--- src/sv/tp2p_pkg.sv ---
// ----------------------------------------------------------------------------
// tp2p_pkg: shared constants for the trimmed peak-to-peak detector
// Holds the default sizing, the fixed port widths and the gain reset value.
// ----------------------------------------------------------------------------
`default_nettype none

package tp2p_pkg;

  // Default number of entries in each trimmed set.
  localparam int unsigned TopCountDef = 5;
  // Default number of sample bits actually used.
  localparam int unsigned SampleWidthDef = 16;

  // Fixed port widths.
  localparam int unsigned SampleInW = 16;
  localparam int unsigned GainW     = 16;
  localparam int unsigned VppW      = 32;
  localparam int unsigned SpanOutW  = 19;

  // Gain in 0.16 fixed point, floor(1.03 * 0.122 * 65536).
  localparam logic [GainW-1:0] GainReset = 16'd8235;

endpackage

`default_nettype wire

--- src/sv/tp2p_rank.sv ---
// ----------------------------------------------------------------------------
// tp2p_rank: sorted set of the K most extreme samples of a record
// Keeps TOP_COUNT entries in order and inserts one sample per cycle while ins_i
// is high, by a parallel compare and shift. Exposes the set as it stands after
// inserting the current sample, so the caller can capture it on the closing item.
// ----------------------------------------------------------------------------
`default_nettype none

module tp2p_rank #(
  parameter int unsigned TOP_COUNT    = tp2p_pkg::TopCountDef,
  parameter int unsigned SAMPLE_WIDTH = tp2p_pkg::SampleWidthDef,
  parameter bit          DESCEND      = 1'b1
) (
  input  wire logic                                    clk_i,
  input  wire logic                                    rst_ni,
  input  wire logic                                    ins_i,
  input  wire logic                                    clr_i,
  input  wire logic [SAMPLE_WIDTH-1:0]                 sample_i,
  output logic      [TOP_COUNT-1:0][SAMPLE_WIDTH-1:0]  set_o
);

  localparam logic [SAMPLE_WIDTH-1:0] Fill = DESCEND ? '0 : '1;

  logic [TOP_COUNT-1:0][SAMPLE_WIDTH-1:0] set_q;
  logic [TOP_COUNT-1:0][SAMPLE_WIDTH-1:0] set_d;
  logic [TOP_COUNT-1:0]                   better;

  // The set is sorted, so the "better" flags form a thermometer code: the
  // first set flag is the slot the sample lands in, later slots shift by one.
  always_comb begin
    for (int i = 0; i < TOP_COUNT; i++) begin
      better[i] = DESCEND ? (sample_i > set_q[i]) : (sample_i < set_q[i]);
    end
    set_o[0] = better[0] ? sample_i : set_q[0];
    for (int i = 1; i < TOP_COUNT; i++) begin
      if (!better[i]) begin
        set_o[i] = set_q[i];
      end else if (!better[i-1]) begin
        set_o[i] = sample_i;
      end else begin
        set_o[i] = set_q[i-1];
      end
    end
  end

  always_comb begin
    set_d = set_q;
    if (ins_i) begin
      if (clr_i) begin
        set_d = {TOP_COUNT{Fill}};
      end else begin
        set_d = set_o;
      end
    end
  end

  always_ff @(posedge clk_i or negedge rst_ni) begin
    if (!rst_ni) begin
      set_q <= {TOP_COUNT{Fill}};
    end else begin
      set_q <= set_d;
    end
  end

endmodule

`default_nettype wire

--- src/sv/trimmed_peak_to_peak.sv ---
// Pipeline: the item carrying the last flag is snapshot at the edge that
//   accepts it, then passes the sum, span, quotient and gain stages to the output.
// Throughput: one sample per cycle; the whole pipeline stalls only while a
//   finished result waits at the output and out_ready_i is low.
// Reset: both trimmed sets, the sample counter and all valid bits clear
//   asynchronously on rst_ni low; the gain register returns to its default.
// ----------------------------------------------------------------------------
// trimmed_peak_to_peak: trimmed peak-to-peak detector for one sample record
// Tracks the K largest and K smallest samples of a record and, on the last
// sample, reports their sum difference and that span scaled by gain / K.
// ----------------------------------------------------------------------------
`default_nettype none

module trimmed_peak_to_peak #(
  parameter int unsigned TOP_COUNT    = tp2p_pkg::TopCountDef,
  parameter int unsigned SAMPLE_WIDTH = tp2p_pkg::SampleWidthDef
) (
  input  wire logic                             clk_i,
  input  wire logic                             rst_ni,
  // Gain register write port.
  input  wire logic                             cfg_we_i,
  input  wire logic [tp2p_pkg::GainW-1:0]       cfg_wdata_i,
  // Sample input channel.
  input  wire logic                             in_valid_i,
  output logic                                  in_ready_o,
  input  wire logic [tp2p_pkg::SampleInW-1:0]   sample_i,
  input  wire logic                             last_i,
  // Result output channel.
  output logic                                  out_valid_o,
  input  wire logic                             out_ready_i,
  output logic      [tp2p_pkg::VppW-1:0]        vpp_o,
  output logic      [tp2p_pkg::SpanOutW-1:0]    span_o,
  output logic                                  too_few_o
);

  localparam int unsigned GainW = tp2p_pkg::GainW;
  localparam int unsigned VppW  = tp2p_pkg::VppW;
  localparam int unsigned CntW  = $clog2(TOP_COUNT + 1);
  // Width of a sum of K samples; the span never exceeds that sum.
  localparam int unsigned SumW  =
    $clog2(TOP_COUNT * ((1 << SAMPLE_WIDTH) - 1) + 1);
  localparam int unsigned SpanW = SumW;
  // Remainder of a division by K.
  localparam int unsigned RemW  = (TOP_COUNT > 1) ? $clog2(TOP_COUNT) : 1;
  localparam int unsigned RgW   = RemW + GainW;

  // Division by K through a multiply by ceil(2^s / K). With s = W + clog2(K)
  // the quotient is exact for every W-bit dividend.
  localparam int unsigned QShift = SpanW + $clog2(TOP_COUNT);
  localparam longint unsigned QRecipL =
    ((64'd1 << QShift) + TOP_COUNT - 1) / TOP_COUNT;
  localparam int unsigned QProdW = SpanW + QShift + 1;
  localparam logic [QProdW-1:0] QRecip = QProdW'(QRecipL);

  localparam int unsigned FShift = RgW + $clog2(TOP_COUNT);
  localparam longint unsigned FRecipL =
    ((64'd1 << FShift) + TOP_COUNT - 1) / TOP_COUNT;
  localparam int unsigned FProdW = RgW + FShift + 1;
  localparam logic [FProdW-1:0] FRecip = FProdW'(FRecipL);

  localparam int unsigned HiW = (SpanW + GainW > VppW) ? SpanW + GainW : VppW;

  typedef logic [TOP_COUNT-1:0][SAMPLE_WIDTH-1:0] set_t;

  // --------------------------------------------------------------------------
  // Handshake. Every stage moves together; the pipeline freezes only when a
  // result sits at the output and is not being taken.
  // --------------------------------------------------------------------------
  logic adv;
  logic accept;
  logic close;

  assign adv        = !out_valid_o || out_ready_i;
  assign in_ready_o = adv;
  assign accept     = in_valid_i && adv;
  assign close      = accept && last_i;

  // --------------------------------------------------------------------------
  // Gain register.
  // --------------------------------------------------------------------------
  logic [GainW-1:0] gain_q;

  always_ff @(posedge clk_i or negedge rst_ni) begin
    if (!rst_ni) begin
      gain_q <= tp2p_pkg::GainReset;
    end else if (cfg_we_i) begin
      gain_q <= cfg_wdata_i;
    end
  end

  // --------------------------------------------------------------------------
  // Trimmed sets and the saturating sample counter. Bits above SAMPLE_WIDTH
  // of the incoming sample are dropped.
  // --------------------------------------------------------------------------
  logic [SAMPLE_WIDTH-1:0] sample_w;
  set_t                    top_set;
  set_t                    bot_set;
  logic [CntW-1:0]         cnt_q;
  logic [CntW-1:0]         cnt_d;
  logic                    few_now;

  assign sample_w = sample_i[SAMPLE_WIDTH-1:0];

  tp2p_rank #(
    .TOP_COUNT    (TOP_COUNT),
    .SAMPLE_WIDTH (SAMPLE_WIDTH),
    .DESCEND      (1'b1)
  ) u_largest (
    .clk_i    (clk_i),
    .rst_ni   (rst_ni),
    .ins_i    (accept),
    .clr_i    (last_i),
    .sample_i (sample_w),
    .set_o    (top_set)
  );

  tp2p_rank #(
    .TOP_COUNT    (TOP_COUNT),
    .SAMPLE_WIDTH (SAMPLE_WIDTH),
    .DESCEND      (1'b0)
  ) u_smallest (
    .clk_i    (clk_i),
    .rst_ni   (rst_ni),
    .ins_i    (accept),
    .clr_i    (last_i),
    .sample_i (sample_w),
    .set_o    (bot_set)
  );

  // After this sample the count is still below K exactly when it was below
  // K - 1 before it.
  assign few_now = cnt_q < CntW'(TOP_COUNT - 1);

  always_comb begin
    cnt_d = cnt_q;
    if (accept) begin
      if (last_i) begin
        cnt_d = '0;
      end else if (cnt_q < CntW'(TOP_COUNT)) begin
        cnt_d = cnt_q + CntW'(1);
      end
    end
  end

  always_ff @(posedge clk_i or negedge rst_ni) begin
    if (!rst_ni) begin
      cnt_q <= '0;
    end else begin
      cnt_q <= cnt_d;
    end
  end

  // --------------------------------------------------------------------------
  // Stage 1: snapshot of both sets, including the closing sample.
  // --------------------------------------------------------------------------
  logic v1_q, few1_q;
  set_t top1_q, bot1_q;

  always_ff @(posedge clk_i or negedge rst_ni) begin
    if (!rst_ni) begin
      v1_q <= 1'b0;
    end else if (adv) begin
      v1_q <= close;
    end
  end

  always_ff @(posedge clk_i) begin
    if (close) begin
      top1_q <= top_set;
      bot1_q <= bot_set;
      few1_q <= few_now;
    end
  end

  // --------------------------------------------------------------------------
  // Stage 2: sums of the two sets.
  // --------------------------------------------------------------------------
  logic            v2_q, few2_q;
  logic [SumW-1:0] top_sum, bot_sum;
  logic [SumW-1:0] top_sum_q, bot_sum_q;

  always_comb begin
    top_sum = '0;
    bot_sum = '0;
    for (int i = 0; i < TOP_COUNT; i++) begin
      top_sum = top_sum + SumW'(top1_q[i]);
      bot_sum = bot_sum + SumW'(bot1_q[i]);
    end
  end

  always_ff @(posedge clk_i or negedge rst_ni) begin
    if (!rst_ni) begin
      v2_q <= 1'b0;
    end else if (adv) begin
      v2_q <= v1_q;
    end
  end

  always_ff @(posedge clk_i) begin
    if (adv) begin
      top_sum_q <= top_sum;
      bot_sum_q <= bot_sum;
      few2_q    <= few1_q;
    end
  end

  // --------------------------------------------------------------------------
  // Stage 3: span. A short record forces zero here, which carries through the
  // scaling to vpp as well.
  // --------------------------------------------------------------------------
  logic             v3_q, few3_q;
  logic [SpanW-1:0] span3_d, span3_q;

  always_comb begin
    if (few2_q || (top_sum_q < bot_sum_q)) begin
      span3_d = '0;
    end else begin
      span3_d = top_sum_q - bot_sum_q;
    end
  end

  always_ff @(posedge clk_i or negedge rst_ni) begin
    if (!rst_ni) begin
      v3_q <= 1'b0;
    end else if (adv) begin
      v3_q <= v2_q;
    end
  end

  always_ff @(posedge clk_i) begin
    if (adv) begin
      span3_q <= span3_d;
      few3_q  <= few2_q;
    end
  end

  // --------------------------------------------------------------------------
  // Stage 4: quotient of span by K.
  // --------------------------------------------------------------------------
  logic              v4_q, few4_q;
  logic [QProdW-1:0] qprod;
  logic [SpanW-1:0]  quo4_q, span4_q;

  assign qprod = QProdW'(span3_q) * QRecip;

  always_ff @(posedge clk_i or negedge rst_ni) begin
    if (!rst_ni) begin
      v4_q <= 1'b0;
    end else if (adv) begin
      v4_q <= v3_q;
    end
  end

  always_ff @(posedge clk_i) begin
    if (adv) begin
      quo4_q  <= qprod[QShift +: SpanW];
      span4_q <= span3_q;
      few4_q  <= few3_q;
    end
  end

  // --------------------------------------------------------------------------
  // Stage 5: span * gain / K = quo * gain + (rem * gain) / K. The first term
  // is formed here, the remainder term is prepared for the last stage.
  // --------------------------------------------------------------------------
  logic             v5_q, few5_q;
  logic [SpanW-1:0] rem_full;
  logic [RemW-1:0]  rem;
  logic [HiW-1:0]   hi_full;
  logic [VppW-1:0]  hi5_q;
  logic [RgW-1:0]   rg5_q;
  logic [SpanW-1:0] span5_q;

  assign rem_full = span4_q - SpanW'(quo4_q * TOP_COUNT);
  assign rem      = rem_full[RemW-1:0];
  assign hi_full  = HiW'(quo4_q) * HiW'(gain_q);

  always_ff @(posedge clk_i or negedge rst_ni) begin
    if (!rst_ni) begin
      v5_q <= 1'b0;
    end else if (adv) begin
      v5_q <= v4_q;
    end
  end

  always_ff @(posedge clk_i) begin
    if (adv) begin
      hi5_q   <= hi_full[VppW-1:0];
      rg5_q   <= RgW'(rem) * RgW'(gain_q);
      span5_q <= span4_q;
      few5_q  <= few4_q;
    end
  end

  // --------------------------------------------------------------------------
  // Output register: remainder term divided by K and the final sum.
  // --------------------------------------------------------------------------
  logic [FProdW-1:0] fprod;
  logic [RgW-1:0]    frac;

  assign fprod = FProdW'(rg5_q) * FRecip;
  assign frac  = fprod[FShift +: RgW];

  always_ff @(posedge clk_i or negedge rst_ni) begin
    if (!rst_ni) begin
      out_valid_o <= 1'b0;
    end else if (adv) begin
      out_valid_o <= v5_q;
    end
  end

  always_ff @(posedge clk_i) begin
    if (adv) begin
      vpp_o     <= hi5_q + VppW'(frac);
      span_o    <= tp2p_pkg::SpanOutW'(span5_q);
      too_few_o <= few5_q;
    end
  end

endmodule

`default_nettype wire

--- config.mk ---
export PLATFORM = sky130hd
export DESIGN_NAME = trimmed_peak_to_peak
export DESIGN_NICKNAME = d
export VERILOG_FILES = /design/src/sv/tp2p_pkg.sv /design/src/sv/tp2p_rank.sv /design/src/sv/trimmed_peak_to_peak.sv
export SDC_FILE = /design/constraint.sdc
export NUM_CORES = 2
export LEC_CHECK = 0
export ABC_CLOCK_PERIOD_IN_PS = 34000
export BUFFER_PORTS_ARGS = -buffer_cell sky130_fd_sc_hd__buf_2
export CAP_MARGIN = 20
export CORE_MARGIN = 2
export CORE_UTILIZATION = 50
export CTS_CLUSTER_SIZE = 20
export DETAILED_ROUTE_END_ITERATION = 10
export GPL_ROUTABILITY_DRIVEN = 0
export PLACE_DENSITY = 0.66
export SYNTH_ARGS = -nofsm -noshare
export SYNTH_HDL_FRONTEND = slang
export SYNTH_SLANG_ARGS = --single-unit
--- constraint.sdc ---
create_clock -name clk_i -period 34 [get_ports clk_i]
set_input_delay 5.1 -clock clk_i [delete_from_list [all_inputs] [get_ports clk_i]]
set_output_delay 5.1 -clock clk_i [all_outputs]
set_load 0.03 [all_outputs]
==> metrics.txt <==
maxcap violations=0; largest net degree at the start of global routing=between 70 and 80; Max FO, Critical Path=35; Max-slew headroom=0.324; clock slew at reported path FFs=roughly 60 ps; worst hold start=span4_q[9]; worst slew pin tran=approximately 1000 ps; core area=about 100000 um2; Tcrit/Tclk final=0.336; R2R cell count=28; Final Cell Area=between 50000 and 60000 um2; FF-to-FF End=vpp_o[31]; Synth-to-Final Area Change=8.36%; post-synthesis adder-cell area fraction=0.360; reg2reg setup slack=between 20000 and 30000 ps; total number of H-tree levels=3; Slew Limit Fails=0; min cycle time layout=between 10000 and 15000 ps; cts repair resizes=0; Final setup viols=0; Clock Tree Buf Depth=3; status=finished clean; post-synthesis compound-gate area fraction=0.102; achievable frequency=0.0876 GHz; synth unique cells=83; Arr. time, crit path=~6300 ps; Port Buffers=91; die area=104000 um2; effective utilization at floorplan=0.504; Critical Path RT=between 20000 and 30000 ps; post-route ant nets=0; clock tree from TritonCTS=done; max incr delay on CP=between 500 and 600 ps; fraction of synthesis flops using an asynchronous set or reset pin=0.327; Hold Path Class=reg2reg; mean routed wirelength per cell=18.7 um; global-route wire length before repair=188 mm; Chip Width=322 um; Post-Syn Area=50500 um2; number of diodes=0; die height=~320 um; CP max stage cell=nor2b_1; main combinational cell family by area after synthesis=adder cells; total clock sinks=around 570; Fill cells=8711; post-synthesis sequential area ratio=0.320; most frequent CP cell=buf_2; root buffer cell=clkbuf_16; initial drt markers=2065; RSZ-0062 raised after global routing=false; Synth Warn #=0; Via-to-Cell Ratio=about 5.4; Post-Syn Instances=about 4800; critical path cell sequence=buf_2 -> nor2b_1 -> inv_8 -> buf_2; DR pass1 iterations=6; post-DP HPWL=about 87 mm; layout cells sized above 1=0.0826; Simple-Gate Fraction of Synth Area=0.0924; fin cells=6192; ys flop type=edfxtp_1; routed vias=33719; Yosys top cell area share=0.226; vias in the first global route=34718; dpl cell area=52300 um2; clock buffer count from CTS=69; WL final=~120 mm; Clock Latency Late Sink=between 600 and 700 ps; Mapped Avg Cell Area=roughly 11 um2; Post-route DRC=0; Placed Instances=~6100; hold path depth=0; I/O pins=a little over 90; Reg-to-Reg Start=rg5_q[4]; crit path kind=in2out; multiplexer area fraction after synthesis=0.0244; NumNets Final=between 6000 and 7000; FP Rows=roughly 120; clk_skew=approximately 27 ps; post-synthesis xor/xnor area fraction=0.0262; cts hold-fix bufs=0; Post-CTS Setup Bufs=0; crit path launch type=input pin; top post-synthesis cells by area=edfxtp_1 (23%), fa_1 (21%), ha_1 (16%), inv_1 (6.2%), dfrtp_1 (5.0%); Fin Setup TNS=0 ps; initial antenna violation count=0; post-synth net total=5969; Worst Hold End=span5_q[9]; Post-synth EDFFs=between 300 and 400; final-report hold violation count=0; grt ovf=0; Crit. End Element=primary output; Yosys top cell by area=edfxtp_1; All-Layer GR Usage=0.231; synthesis-stage register bit count=roughly 570
[state kept, by name, summed over array words and instances, names as in the netlist, 32 cells and up]
register / flops
top1_q: 80
vpp_o: 32
hi5_q: 32
bot1_q: 80
u_largest.set_q: 80
u_smallest.set_q: 80
[critical path: cells and delay by family]
kind	cells	cell delay, ps
buffers and inverters	3	610
and+or+nand+nor	1	540
[metrics by stage]
step,hold slack (ps),worst slack [ps],util
after floorplan,400,17840,-
after global placement,404,22560,0.522
after detailed placement,405,22540,0.522
after CTS,410,22540,0.546
after global routing,417,22460,0.546
final,414,22590,0.546
[worst max-delay path by stage]
stage	startpoint	end	slack [ps]
finish	out_ready_i	in_ready_o	22590
CTS	out_ready_i	in_ready_o	22540
global placement	out_ready_i	in_ready_o	22560
detailed placement	out_ready_i	in_ready_o	22540
global route	out_ready_i	in_ready_o	22460
floorplan	out_ready_i	bot1_q[0]	17840
[placed cells by master, fill, tap and decap left out, drive strengths merged, types with 19 or more instances in the layout]
cell type	count
mux2i	86
a21oi	256
dfrtp	100
nand4	31
nand2b	39
o21a	29
dfstp	85
ha	626
nor3	47
nand3	35
clkbuf	83
a21o	91
mux2	33
inv	834
xnor2	103
and2	126
nand2	451
buf	130
edfxtp	380
clkinv	26
fa	517
xor2	48
a2bb2oi	47
nor2b	30
nor2	201
o21ai	233
a22o	19
[cells by family (layout without fill, tap and decap cells)]
kind of cell | count (synthesis) | after routing
mux | 119 | 119
xor+xnor | 151 | 151
compound gates | 812 | 812
fa+ha+maj | 1143 | 1143
flops | 565 | 565
buf+inv | 984 | 1090
simple gates | 1014 | 1014
[routing by layer]
| metal | up-vias | wire, um | global-route usage |
|---|---|---|---|
| li1 | 16008 | - | - |
| met1 | 16739 | 51400 | 0.312 |
| met2 | 803 | 55800 | 0.392 |
| met3 | 169 | 5520 | 0.0278 |
| met4 | 0 | 2970 | 0.0669 |
| met5 | - | 0 | 0 |
[layout make-up]
type / count / area, um2 / share of cell area
clock buffer: 82 / 1830 / 0.0334
clock inverter: 45 / 598 / 0.0109
inverter: 832 / 3130 / 0.0572
multi-input combinational: 3239 / 30600 / 0.560
sequential: 565 / 16100 / 0.295
tap: 1298 / 1620 / 0.0297
timing repair buffer: 131 / 764 / 0.0140
[synth_stat cells (27+ instances only)]
cell,number
o21a_1,27
nor2b_1,30
mux2i_1,86
inv_1,830
mux2_2,33
and2_1,125
edfxtp_1,380
clkbuf_1,104
o21ai_0,222
a21oi_1,249
a2bb2oi_1,47
nand3_1,35
fa_1,517
a21o_1,91
dfrtp_1,100
nor3_1,46
nand2_1,451
ha_1,626
nand4_1,31
buf_2,32
nor2_1,199
xor2_1,48
xnor2_1,103
dfstp_2,85
nand2b_1,39
Power is left out: the tool's default activity adds up to more than one toggle a clock period on the data nets, which glitch-free logic cannot reach.
